<file path="src/sv/itp_pkg.sv">
// shared types, character codes and helper functions for the infix to postfix converter
`timescale 1ns / 1ps
`default_nettype none

package itp_pkg;

    localparam int STACK_DEPTH = 32;
    localparam int CHAR_W      = 8;
    localparam int LEVEL_W     = $clog2(STACK_DEPTH + 1);
    localparam int PREC_W      = 2;

    localparam logic [CHAR_W-1:0] CH_CARET  = 8'h5E;
    localparam logic [CHAR_W-1:0] CH_STAR   = 8'h2A;
    localparam logic [CHAR_W-1:0] CH_SLASH  = 8'h2F;
    localparam logic [CHAR_W-1:0] CH_PLUS   = 8'h2B;
    localparam logic [CHAR_W-1:0] CH_MINUS  = 8'h2D;
    localparam logic [CHAR_W-1:0] CH_LPAREN = 8'h28;
    localparam logic [CHAR_W-1:0] CH_RPAREN = 8'h29;
    localparam logic [CHAR_W-1:0] CH_UPPER_A = 8'h41;
    localparam logic [CHAR_W-1:0] CH_UPPER_Z = 8'h5A;
    localparam logic [CHAR_W-1:0] CH_LOWER_A = 8'h61;
    localparam logic [CHAR_W-1:0] CH_LOWER_Z = 8'h7A;

    typedef enum logic [1:0] {
        STK_HOLD,
        STK_PUSH,
        STK_POP
    } t_stk_op;

    typedef enum logic [1:0] {
        ST_IDLE,
        ST_SCAN,
        ST_FLUSH
    } t_state;

    // precedence: operators rank from 1 to 3, any other character maps to zero
    function automatic logic [PREC_W-1:0] prec_of(input logic [CHAR_W-1:0] c);
        logic [PREC_W-1:0] p;
        if (c == CH_CARET) begin
            p = 2'd3;
        end else if (c inside {CH_STAR, CH_SLASH}) begin
            p = 2'd2;
        end else if (c inside {CH_PLUS, CH_MINUS}) begin
            p = 2'd1;
        end else begin
            p = 2'd0;
        end
        return p;
    endfunction

    function automatic logic is_letter(input logic [CHAR_W-1:0] c);
        return c inside {[CH_UPPER_A:CH_UPPER_Z], [CH_LOWER_A:CH_LOWER_Z]};
    endfunction

endpackage

`default_nettype wire

</file>
<file path="src/sv/itp_cell.sv">
// one entry of the shifting operator stack
`timescale 1ns / 1ps
`default_nettype none

module itp_cell (
    input  wire logic                      i_clk,
    input  wire itp_pkg::t_stk_op          i_op,
    input  wire logic [itp_pkg::CHAR_W-1:0] i_above,
    input  wire logic [itp_pkg::CHAR_W-1:0] i_below,
    output logic      [itp_pkg::CHAR_W-1:0] o_entry
);
    import itp_pkg::*;

    logic [CHAR_W-1:0] r_entry;
    logic [CHAR_W-1:0] n_entry;

    always_comb begin
        case (i_op)
            STK_PUSH: n_entry = i_above;
            STK_POP:  n_entry = i_below;
            default:  n_entry = r_entry;
        endcase
    end

    always_ff @(posedge i_clk) begin
        r_entry <= n_entry;
    end

    assign o_entry = r_entry;

endmodule

`default_nettype wire

</file>
<file path="src/sv/infix_to_postfix_converter.sv">
// top level: sequencer, stack of shifting cells and output register
`timescale 1ns / 1ps
`default_nettype none

// Converts an infix expression, one ASCII character per input beat, into postfix
// output beats using an operator stack of 32 entries built as a row of shifting
// cells (cell 0 is the top). One item is handled at a time: a letter goes straight
// out, '(' is pushed, an operator first pops entries of equal or higher precedence
// and is then pushed, ')' pops down to its bracket and drops it, and an item marked
// end_of_expr then flushes what is left. Each popped entry but a dropped bracket
// leaves through the output register, and a stalled output holds the sequencer.
// run_last marks the final output beat of an item, and stack_overflow stays set on
// every output beat from a dropped push until the end of that expression.
module infix_to_postfix_converter (
    input  wire logic                       i_clk,
    input  wire logic                       i_rst_n,
    input  wire logic                       i_valid,
    output logic                            o_ready,
    input  wire logic [itp_pkg::CHAR_W-1:0] i_char_in,
    input  wire logic                       i_end_of_expr,
    output logic                            o_valid,
    input  wire logic                       i_ready,
    output logic      [itp_pkg::CHAR_W-1:0] o_char_out,
    output logic                            o_run_last,
    output logic                            o_stack_overflow
);
    import itp_pkg::*;

    t_state             r_state;
    t_state             n_state;
    logic [LEVEL_W-1:0] r_level;
    logic [LEVEL_W-1:0] n_level;
    logic               r_ovf;
    logic               n_ovf;
    logic [CHAR_W-1:0]  r_char;
    logic               r_end;

    logic               r_out_valid;
    logic [CHAR_W-1:0]  r_out_char;
    logic               r_out_last;
    logic               r_out_ovf;

    t_stk_op            stk_op;
    logic [CHAR_W-1:0]  entry [STACK_DEPTH];
    logic [CHAR_W-1:0]  top0;
    logic [CHAR_W-1:0]  top1;

    logic               accept;
    logic               can_emit;
    logic               emit;
    logic [CHAR_W-1:0]  emit_char;
    logic               emit_last;
    logic [PREC_W-1:0]  prec_in;
    logic               op_pop;
    logic               op_cont;
    logic               rp_pop;
    logic               rp_cont;
    logic               full;
    logic               above_one;
    logic               above_two;

    // row of stack cells
    for (genvar k = 0; k < STACK_DEPTH; k++) begin : g_cell
        logic [CHAR_W-1:0] above;
        logic [CHAR_W-1:0] below;
        if (k == 0) begin : g_first
            assign above = r_char;
        end else begin : g_mid
            assign above = entry[k-1];
        end
        if (k == STACK_DEPTH - 1) begin : g_last
            assign below = entry[k];
        end else begin : g_inner
            assign below = entry[k+1];
        end
        itp_cell u_cell (
            .i_clk   (i_clk),
            .i_op    (stk_op),
            .i_above (above),
            .i_below (below),
            .o_entry (entry[k])
        );
    end

    assign top0      = entry[0];
    assign top1      = entry[1];
    assign o_ready   = (r_state == ST_IDLE);
    assign accept    = i_valid && o_ready;
    assign can_emit  = !r_out_valid || i_ready;
    assign full      = (r_level == LEVEL_W'(STACK_DEPTH));
    assign above_one = (r_level > LEVEL_W'(1));
    assign above_two = (r_level > LEVEL_W'(2));
    assign prec_in   = prec_of(r_char);
    assign op_pop    = (r_level != '0) && (prec_in <= prec_of(top0));
    assign op_cont   = above_one && (prec_in <= prec_of(top1));
    assign rp_pop    = (r_level != '0) && (top0 != CH_RPAREN ? top0 != CH_LPAREN : 1'b1);
    assign rp_cont   = above_one && (top1 != CH_LPAREN);

    always_comb begin
        n_state   = r_state;
        n_level   = r_level;
        n_ovf     = r_ovf;
        stk_op    = STK_HOLD;
        emit      = 1'b0;
        emit_char = top0;
        emit_last = 1'b0;
        case (r_state)
            ST_IDLE: begin
                if (i_valid) begin
                    n_state = ST_SCAN;
                end
            end
            ST_SCAN: begin
                if (is_letter(r_char)) begin
                    if (can_emit) begin
                        emit      = 1'b1;
                        emit_char = r_char;
                        emit_last = !(r_end && (r_level != '0));
                        if (r_end && (r_level != '0)) begin
                            n_state = ST_FLUSH;
                        end else begin
                            n_state = ST_IDLE;
                            if (r_end) begin
                                n_ovf = 1'b0;
                            end
                        end
                    end
                end else if (r_char == CH_LPAREN) begin
                    if (full) begin
                        n_ovf = 1'b1;
                    end else begin
                        stk_op  = STK_PUSH;
                        n_level = r_level + LEVEL_W'(1);
                    end
                    n_state = r_end ? ST_FLUSH : ST_IDLE;
                end else if (r_char == CH_RPAREN) begin
                    if (rp_pop) begin
                        if (can_emit) begin
                            emit      = 1'b1;
                            emit_last = !rp_cont && !(r_end && above_two);
                            stk_op    = STK_POP;
                            n_level   = r_level - LEVEL_W'(1);
                        end
                    end else begin
                        // drop the matching bracket, if any
                        if (r_level != '0) begin
                            stk_op  = STK_POP;
                            n_level = r_level - LEVEL_W'(1);
                        end
                        if (r_end && above_one) begin
                            n_state = ST_FLUSH;
                        end else begin
                            n_state = ST_IDLE;
                            if (r_end) begin
                                n_ovf = 1'b0;
                            end
                        end
                    end
                end else begin
                    if (op_pop) begin
                        if (can_emit) begin
                            emit      = 1'b1;
                            emit_last = !op_cont && !r_end;
                            stk_op    = STK_POP;
                            n_level   = r_level - LEVEL_W'(1);
                        end
                    end else begin
                        if (full) begin
                            n_ovf = 1'b1;
                        end else begin
                            stk_op  = STK_PUSH;
                            n_level = r_level + LEVEL_W'(1);
                        end
                        n_state = r_end ? ST_FLUSH : ST_IDLE;
                    end
                end
            end
            ST_FLUSH: begin
                if (r_level == '0) begin
                    n_state = ST_IDLE;
                    n_ovf   = 1'b0;
                end else if (can_emit) begin
                    emit      = 1'b1;
                    emit_last = !above_one;
                    stk_op    = STK_POP;
                    n_level   = r_level - LEVEL_W'(1);
                    if (!above_one) begin
                        n_state = ST_IDLE;
                        n_ovf   = 1'b0;
                    end
                end
            end
            default: begin
                n_state = ST_IDLE;
            end
        endcase
    end

    always_ff @(posedge i_clk) begin
        if (!i_rst_n) begin
            r_state <= ST_IDLE;
            r_level <= '0;
            r_ovf   <= 1'b0;
        end else begin
            r_state <= n_state;
            r_level <= n_level;
            r_ovf   <= n_ovf;
        end
    end

    always_ff @(posedge i_clk) begin
        if (accept) begin
            r_char <= i_char_in;
            r_end  <= i_end_of_expr;
        end
    end

    // output register
    always_ff @(posedge i_clk) begin
        if (!i_rst_n) begin
            r_out_valid <= 1'b0;
        end else if (emit) begin
            r_out_valid <= 1'b1;
        end else if (i_ready) begin
            r_out_valid <= 1'b0;
        end
    end

    always_ff @(posedge i_clk) begin
        if (emit) begin
            r_out_char <= emit_char;
            r_out_last <= emit_last;
            r_out_ovf  <= r_ovf;
        end
    end

    assign o_valid          = r_out_valid;
    assign o_char_out       = r_out_char;
    assign o_run_last       = r_out_last;
    assign o_stack_overflow = r_out_ovf;

endmodule

`default_nettype wire

</file>
<file path="config.mk">
export PLATFORM = sky130hd
export DESIGN_NAME = infix_to_postfix_converter
export DESIGN_NICKNAME = d
export VERILOG_FILES = /design/src/sv/itp_pkg.sv /design/src/sv/itp_cell.sv /design/src/sv/infix_to_postfix_converter.sv
export SDC_FILE = /design/constraint.sdc
export NUM_CORES = 1
export LEC_CHECK = 0
export ABC_AREA = 1
export ABC_CLOCK_PERIOD_IN_PS = 22200
export BUFFER_PORTS_ARGS = -buffer_cell sky130_fd_sc_hd__buf_2
export CORE_ASPECT_RATIO = 1.1
export CORE_MARGIN = 1
export CORE_UTILIZATION = 45
export DETAILED_ROUTE_END_ITERATION = 8
export PLACE_DENSITY = 0.62
export REMOVE_ABC_BUFFERS = 1
export SLEW_MARGIN = 20
export SYNTH_ARGS = -nofsm -noshare
export SYNTH_HDL_FRONTEND = slang
export SYNTH_SLANG_ARGS = --single-unit
</file>
<file path="constraint.sdc">
create_clock -name i_clk -period 22.2 [get_ports i_clk]
set_input_delay 2.22 -clock i_clk [delete_from_list [all_inputs] [get_ports i_clk]]
set_output_delay 2.22 -clock i_clk [all_outputs]
set_load 0.03 [all_outputs]
</file>
Yosys cells after proc, flatten, opt, wreduce, memory -nomap -nowiden
Index checks and enable logic that the tools add are counted.

word-level totals
  register bits = 285
  bits in latches = 0
  bits in writable memories = 0
  ROM bits = 0
  output and inout bits = 12
  word-level logic and storage cells = 236
  memories = 0

cells by class
  $add $sub $neg = 2
  multiply operators = 0
  divide/modulo/power cells = 0
  $lt $le $gt $ge = 8
  eq/ne operators = 36
  shifts and indexed selects = 0
  multiplexer cells = 113
  bitwise operators = 0
  reductions and logical operators = 36

operator list
  operator                                                           number
  one-hot mux 8 bit (2 select lines)                                 31
  == test 8 x 6 -> 1 bit, second input constant                      14
  two-way mux 2 bit                                                  27
  two-way mux 6 bit                                                  9
  two-way mux 1 bit                                                  37
  == test 8 x 7 -> 1 bit, second input constant                      3
  two-way mux 8 bit                                                  3
  != test 8 x 6 -> 1 bit, second input constant                      3
  != test 5 bit, second input constant                               4
  nonzero test 2 bit                                                 10
  greater-or-equal comparator 8 x 7 -> 1 bit, second input constant  2
  <= comparator 8 x 7 -> 1 bit, second input constant                2
  logical AND 1 bit                                                  12
  != test 3 bit, second input constant                               4
  one-hot mux 6 bit (2 select lines)                                 1
  AND reduction 8 bit                                                1
  zero test 1 bit                                                    7
  adder 6 x 1 -> 6 bit, second input constant                        1
  == test 6 bit, second input constant                               1
  > comparator 6 x 1 -> 1 bit, second input constant                 1
  > comparator 6 x 2 -> 1 bit, second input constant                 1
  zero test 6 bit                                                    1
  != test 2 bit, second input constant                               3
  one-hot mux 1 bit (2 select lines)                                 3
  other kinds (11)                                                   14

Depth between registers and ports, before layout
Gate-level depths: netlist of the first run.

  depth in word-level cells = 15
  gate-level depth with buffers = 22
  depth with buffers taken out = 19

Hierarchy
Synthesis of the first run repeated with hierarchy kept, for this count alone.

unflattened totals
  cells, all modules = 1535
  area total of the unflattened synthesis = 14147.3 um^2

modules (own cells, without submodules)
  module                      instances  cells an instance  area each (um^2)  seq. area each (um^2)
  itp_cell                    32         37                 365.4             240.2
  infix_to_postfix_converter  1          351                2456.1            770.7

Least setup slack after synthesis of the first run
Ideal clock, no wire load.

  path type = input port to flip-flop
  start point = in i_ready
  end point = reg g_cell[0].u_cell.r_entry[0] (enable)
  setup time = 600 ps
  arrival time = 7917 ps
  required time = 21600 ps
  slack = 13683 ps
  cell stages on the path = 9
  path buffers = 0
  cell sequence = nor2_2 -> inv_1 -> a21oi_1 -> o22ai_1 -> nand2_1 -> nand2_1 -> nand2_1 -> ha_1 -> inv_1

on the way
  cells in the longest elaborated chain, start to end = 9
  elaborated cells on any way between the ends = 12

ends and longest elaborated chain
  element                                                         line                                                                                                     text
  start: declaration                                              infix_to_postfix_converter.sv:22                                                                         input wire logic i_ready,
  logical OR 1 bit *                                              infix_to_postfix_converter.sv:89                                                                         assign can_emit = !r_out_valid || i_ready;
  two-way mux 2 bit *                                             infix_to_postfix_converter.sv:138, infix_to_postfix_converter.sv:161, infix_to_postfix_converter.sv:182
  two-way mux 2 bit (on tied branches)                            infix_to_postfix_converter.sv:160, infix_to_postfix_converter.sv:137
  two-way mux 2 bit                                               infix_to_postfix_converter.sv:136                                                                        end else if (r_char == CH_RPAREN) begin
  two-way mux 2 bit                                               infix_to_postfix_converter.sv:128                                                                        end else if (r_char == CH_LPAREN) begin
  two-way mux 2 bit                                               infix_to_postfix_converter.sv:114                                                                        if (is_letter(r_char)) begin
  one-hot mux 2 bit (2 select lines) *                            infix_to_postfix_converter.sv:107                                                                        case (r_state)
  == test 2 x 1 -> 1 bit / == test 2 bit (equally long branches)  --
  nonzero test 2 bit (no line) *                                  --
  end signal: assignment                                          itp_cell.sv:26                                                                                           r_entry <= n_entry;
  end: declaration                                                itp_cell.sv:14                                                                                           logic [CHAR_W-1:0] r_entry;

Every way passes the cells marked *; elsewhere a longest branch is shown, timed or not.
A chain may end at the register's enable or synchronous reset.

Final worst setup path of the first run
  start point = in i_ready
  end point = reg g_cell[5].u_cell.r_entry[3], data pin

on the way
  cells in the longest elaborated chain, start to end = 9
  elaborated cells on any way between the ends = 12

ends and longest elaborated chain
  element                                                         line                                                                                                     text
  logical OR 1 bit *                                              infix_to_postfix_converter.sv:89
  two-way mux 2 bit *                                             infix_to_postfix_converter.sv:138, infix_to_postfix_converter.sv:161, infix_to_postfix_converter.sv:182
  two-way mux 2 bit (on tied branches)                            infix_to_postfix_converter.sv:160, infix_to_postfix_converter.sv:137
  two-way mux 2 bit                                               infix_to_postfix_converter.sv:136
  two-way mux 2 bit                                               infix_to_postfix_converter.sv:128
  two-way mux 2 bit                                               infix_to_postfix_converter.sv:114
  one-hot mux 2 bit (2 select lines) *                            infix_to_postfix_converter.sv:107
  == test 2 bit / == test 2 x 1 -> 1 bit (equally long branches)  --
  one-hot mux 8 bit (2 select lines) *                            itp_cell.sv:18                                                                                           case (i_op)
  net g_cell[5].u_cell.n_entry[3]                                 itp_cell.sv:15                                                                                           logic [CHAR_W-1:0] n_entry;
  end signal: assignment                                          itp_cell.sv:26
  end: declaration                                                itp_cell.sv:14

The timed path passes the listed nets; every way through them passes the cells marked *.

==> impl_metrics.toml, run 1 <==
[status]
status = "complete, no violations"

[clocking]
worstSkewPairLatency_ps = 570
clock-sinks = 285
post_cts_buffers = 0
ctsResizeCount = 0
htreeDepth = 1
clk_pin_slew_ps = 60
numCtsBuffers = 30
cts_tree = "done"
clk_path_buf_depth = 3
clock_tree.root_cell = "clkbuf_16"
hold_buffers = 0

[grt]
grt_max_degree = 160
grt_util_all_layers = 0.1546
grt_pass1_vias = 7890
grt_overflow = 0
antenna_found_initial = 0
grt_pass1_wl_microns = 37760

[sta]
maxSlewHeadroom = 0.3164
period_share = 0.2317
drv_slew = 0
setup_viol = 0
period_needed_ps = 5144
setup_ws_ps = 17060
finalSetupTns_ps = 0
fmax_mhz = 194.4
timing.clock.skew_ps = 21.66
worst_slew_pin_slew_ps = 1025
hold_viol_final = 0
rsz0062_at_grt = "no"

[worst_setup_path]
worstPathRequired_ps = 22530
cp_max_fo = 118
critPathArrivalTime_ps = 5470
end_kind = "register"
crit_path_start_kind = "input port"
critPathKind = "input port to register"

[yosys]
synthDistinctLibCells = 37
yosys_warnings = 0
syn_area_sq_um = 12980
netlist_instances = 1231
yosysSeqAreaShare = 0.6516
ys.flop_type = "edfxtp_1"
synth_edf_count = 275
synth.avg_cell_area_sq_um = 10.54
async_reset_ff_frac = 0
yosys_register_bits = 285

[floorplanning]
die_h_microns = 180.1
rows = 64
dieWidth_microns = 163.9
io_pins = 25
initial_core_util = 0.4618
dieArea_sq_um = 29530
core_sq_um = 28110

[hold_path]
hp-class = "register to register"

[finish]
nFillCells = 2493
fin_nets = 1266
drive_gt1_frac = 0.1061
area_growth_pct = 11.10
fin_cells = 1626
final_area_sq_um = 14420
final_common_cell = "edfxtp_1"
diodes = 0
finish.utilization = 0.5130
final_cell_mix = "edfxtp_1, nand2_1, inv_1"

[route]
wl_per_cell_microns = 13.63
drt-pass1-iter-count = 6
via_count = 8219
wl_microns = 22160
drtIter0Drc = 613
drt.antenna.violating_nets = 0
route.detailed.drc = 0
vias_per_cell = 5.055

[power]
power.internal_w = 0.001388
p_leak_nw = 5.444
vdd_drop_max_v = 0.00007409
p_comb_frac = 0.282
p_seq_frac = 0.478
switching_share = 0.3355
power_frac_clock = 0.239
switchingPower_w = 0.0007008
powerDensity_nw_per_um2 = 144.9

[placement]
hpwl_microns = 13380
port_buffers = 24
post-place-ws_ps = 16250
placed_cell_area_sq_um = 13390
gp_congestion = 0.8718
place_inst = 1569

[run]
max_cap_viol_count = 0
-- cell type report --
cell class | count | area [sq um] | area share
clock inverter | 21 | 226.5 | 0.01570
multi-input combinational | 731 | 3706 | 0.2570
timing repair buffer | 30 | 188.9 | 0.01310
inverter | 161 | 616.8 | 0.04278
sequential | 285 | 8458 | 0.5866
tap | 363 | 454.2 | 0.03150
clock buffer | 35 | 769.5 | 0.05336
-- stage by stage --
step	hold WS, ps	power, W
final	439.9	0.002089
after global routing	453.4	0.002238
after CTS	447.2	0.002110
after detailed placement	421.2	0.001599
after global placement	434.7	0.001581
after floorplan	408.2	0.001499
-- worst max-delay path, cell delays in order --
cell     delay (ps)
buf_2            80
nor2_2           70
inv_1           330
a21oi_1          90
o22ai_1         120
nand2_1          80
nand2_1          60
nand2_1          70
inv_1           140
ha_4            280
buf_4           800
buf_4           640
mux2_2          400
-- synth_stat cells, drive strengths merged, types with 5 or more instances --
| cell | n | area (sq um) |
|---|---|---|
| nor3 | 11 | 70.07 |
| clkbuf | 27 | 101.4 |
| nor2 | 133 | 538.0 |
| inv | 160 | 600.6 |
| nand4 | 10 | 62.56 |
| buf | 27 | 130.1 |
| nand3 | 34 | 215.2 |
| nand2 | 225 | 872.1 |
| ha | 14 | 175.2 |
| a21oi | 114 | 570.6 |
| o21ai | 140 | 704.4 |
| nor4 | 5 | 31.28 |
| edfxtp | 275 | 8258 |
| mux2 | 27 | 304.0 |
| xor2 | 7 | 61.31 |
| dfxtp | 10 | 200.2 |
-- routing by layer --
| metal | GRT usage | share of wire | vias to the layer above |
|---|---|---|---|
| met5 | 0 | 0 | - |
| met4 | 0.06148 | 0.030 | 0 |
| met3 | 0.02417 | 0.035 | 46 |
| met2 | 0.2354 | 0.45 | 131 |
| met1 | 0.2213 | 0.49 | 3826 |
| li1 | - | - | 4216 |
-- sequential cells by signal, indices dropped and copies added, names as in the netlist --
register and flops:
o_valid 1, r_level 6, g_cell.u_cell.o_entry 256, o_char_out 8
g_cell.above 8, r_end 1, r_ovf 1, o_run_last 1
o_stack_overflow 1, r_state 2
-- worst paths after layout --
check,start,slack (ps),depth (start not counted),end
min,r_ovf,440,0,o_stack_overflow
max reg2reg,g_cell[0].u_cell.o_entry[6],17190,20,g_cell[5].u_cell.o_entry[3]
min reg2reg,r_ovf,440,0,o_stack_overflow
max,i_ready,17060,13,g_cell[5].u_cell.o_entry[3]
-- power by group through the flow --
stage | registers, W | logic, W | clock network [W]
detailed placement | 0.00101 | 0.000589 | 0
global route | 0.00102 | 0.000680 | 0.000534
global placement | 0.00101 | 0.000572 | 0
finish | 0.00100 | 0.000590 | 0.000500
CTS | 0.00100 | 0.000591 | 0.000515
floorplan | 0.00104 | 0.000464 | 0
-- cells by family after synthesis --
group                      after synthesis  share of synthesized area
and+or+nand+nor                        423                     0.1404
xor gates and xnor gates                 7                   0.004723
DFF                                    285                     0.6516
adders and majority gates               14                    0.01350
buffers and inverters                  215                    0.06478
AOI/OAI and AO/OA                      260                     0.1015
muxes                                   27                    0.02342
No activity file was read; power rests on OpenSTA's default activity.
==> inputs of run 2 (changes only) <==
--- a/config.mk
+++ b/config.mk
@@ -6,7 +6,7 @@
 export NUM_CORES = 1
 export LEC_CHECK = 0
 export ABC_AREA = 1
-export ABC_CLOCK_PERIOD_IN_PS = 22200
+export ABC_CLOCK_PERIOD_IN_PS = 4900
 export BUFFER_PORTS_ARGS = -buffer_cell sky130_fd_sc_hd__buf_2
 export CORE_ASPECT_RATIO = 1.1
 export CORE_MARGIN = 1
==> constraint.sdc (replaced) <==
create_clock -name i_clk -period 4.9 [get_ports i_clk]
set_input_delay 0.49 -clock i_clk [delete_from_list [all_inputs] [get_ports i_clk]]
set_output_delay 0.49 -clock i_clk [all_outputs]
set_load 0.03 [all_outputs]
==> run 2 against run 1 <==
Compared with the run above: via count increased by 1.3%; utilization increased by 0.21 points; largest cell class unchanged; sequential power increased to 4.5 times the previous value; critical endpoint is now g_cell[8].u_cell.o_entry[0]; critical path type is now register to register.
==> impl_metrics.toml, run 2 (same netlist as run 1, synthesis figures left out) <==
[status]
status = "complete, no violations"

[route]
via_count = 8328
wl_per_cell_microns = 13.99
wl_microns = 22830
drtIter0Drc = 629
drt-pass1-iter-count = 5
vias_per_cell = 5.103
route.detailed.drc = 0
drt.antenna.violating_nets = 0

[clocking]
worstSkewPairLatency_ps = 550
clock-sinks = 285
cts_tree = "done"
hold_buffers = 0
post_cts_buffers = 0
ctsResizeCount = 0
numCtsBuffers = 30
clk_path_buf_depth = 3
htreeDepth = 1
clock_tree.root_cell = "clkbuf_16"
clk_pin_slew_ps = 60

[finish]
largest_register_ffs = 256
drive_gt1_frac = 0.1095
nFillCells = 2493
diodes = 0
regArea_sq_um = 8458
fin_cells = 1632
final_common_cell = "edfxtp_1"
area_growth_pct = 11.55
fin_nets = 1274
multi_input_area_sq_um = 3706
final_cell_mix = "edfxtp_1, nand2_1, inv_1"
finish.utilization = 0.5151

[hold_path]
hp-class = "input port to register"

[floorplanning]
die_h_microns = 180.1
rows = 64
dieArea_sq_um = 29530
io_pins = 25
core_sq_um = 28110
dieWidth_microns = 163.9
initial_core_util = 0.4618

[sta]
fmax_mhz = 256.9
period_needed_ps = 3893
hold_viol_final = 0
setup_viol = 0
maxSlewHeadroom = 0.5692
finalSetupTns_ps = 0
period_share = 0.7945
rsz0062_at_grt = "no"
worst_slew_pin_slew_ps = 646.3
drv_slew = 0
timing.clock.skew_ps = 11.51

[grt]
grt_util_all_layers = 0.1563
grt_pass1_wl_microns = 38210
grt_pass1_vias = 7874
grt_overflow = 0
antenna_found_initial = 0
grt_max_degree = 97

[placement]
place_inst = 1578
port_buffers = 24
gp_congestion = 0.8653
hpwl_microns = 14210

[worst_setup_path]
end_kind = "register"
r2r_setup_slack_ps = 1010
worstPathRequired_ps = 5110
critPathArrivalTime_ps = 4110
cp_max_fo = 80
critPathKind = "register to register"
crit_path_start_kind = "register"

[power]
vdd_drop_max_v = 0.0003513
p_leak_nw = 5.475
powerDensity_nw_per_um2 = 653.2

[run]
max_cap_viol_count = 0
run 2: per-stage QoR:
step           worst slack, ps  hold slack (ps)  total power, W  area, sq um
3_3_place_gp              1101            433.8        0.007246        13540
4_1_cts                   1012            86.80        0.009557        14480
6_report                  1007            114.2        0.009458        14480
5_1_grt                  680.9            95.80         0.01011        14480
3_5_place_dp              1031            426.5        0.007340        13540
2_1_floorplan            -2745            408.2        0.006467        12750
run 2: critical path, cell delays in order (launching register included):
cell and delay, ps:
edfxtp_1 460, nor2_1 230, nand3_1 110, nor4_1 290
a311oi_1 110, ha_1 310, inv_1 60, o21bai_1 60
nand2_1 100, nand3_2 190, o22ai_1 210, nand2_1 70
nand2_1 60, nand2_1 60, ha_1 350, inv_8 400
buf_4 430
run 2: final timing paths:
check	startpoint	to	depth (start not counted)
worst max-delay path	g_cell[0].u_cell.o_entry[0]	g_cell[8].u_cell.o_entry[0]	16
worst min register to register	r_ovf	o_stack_overflow	0
worst max register to register	g_cell[0].u_cell.o_entry[0]	g_cell[8].u_cell.o_entry[0]	16
worst min-delay path	i_char_in[2]	g_cell[0].above[2]	1
run 2: routing by layer:
metal  GRT usage  vias to the layer above  share of wire
met2      0.2463                      148           0.46
met4     0.04556                        0          0.021
met3     0.02371                       34          0.037
met1      0.2234                     3912           0.48
li1            -                     4234              -
met5           0                        -              0
run 2: area by class of cell:
type                       count  share of cell area
sequential                   285              0.5842
clock inverter                17             0.01149
clock buffer                  37             0.05366
tap                          363             0.03137
multi-input combinational    731              0.2560
timing repair buffer          38             0.02074
inverter                     161             0.04260
run 2: power breakdown:
group / switching, W / internal, W / leakage, nW / total (W)
clock: 0.000903 / 0.00128 / 0.462 / 0.00218
sequential: 0.000395 / 0.00412 / 2.59 / 0.00452
combinational: 0.00188 / 0.000877 / 2.42 / 0.00276
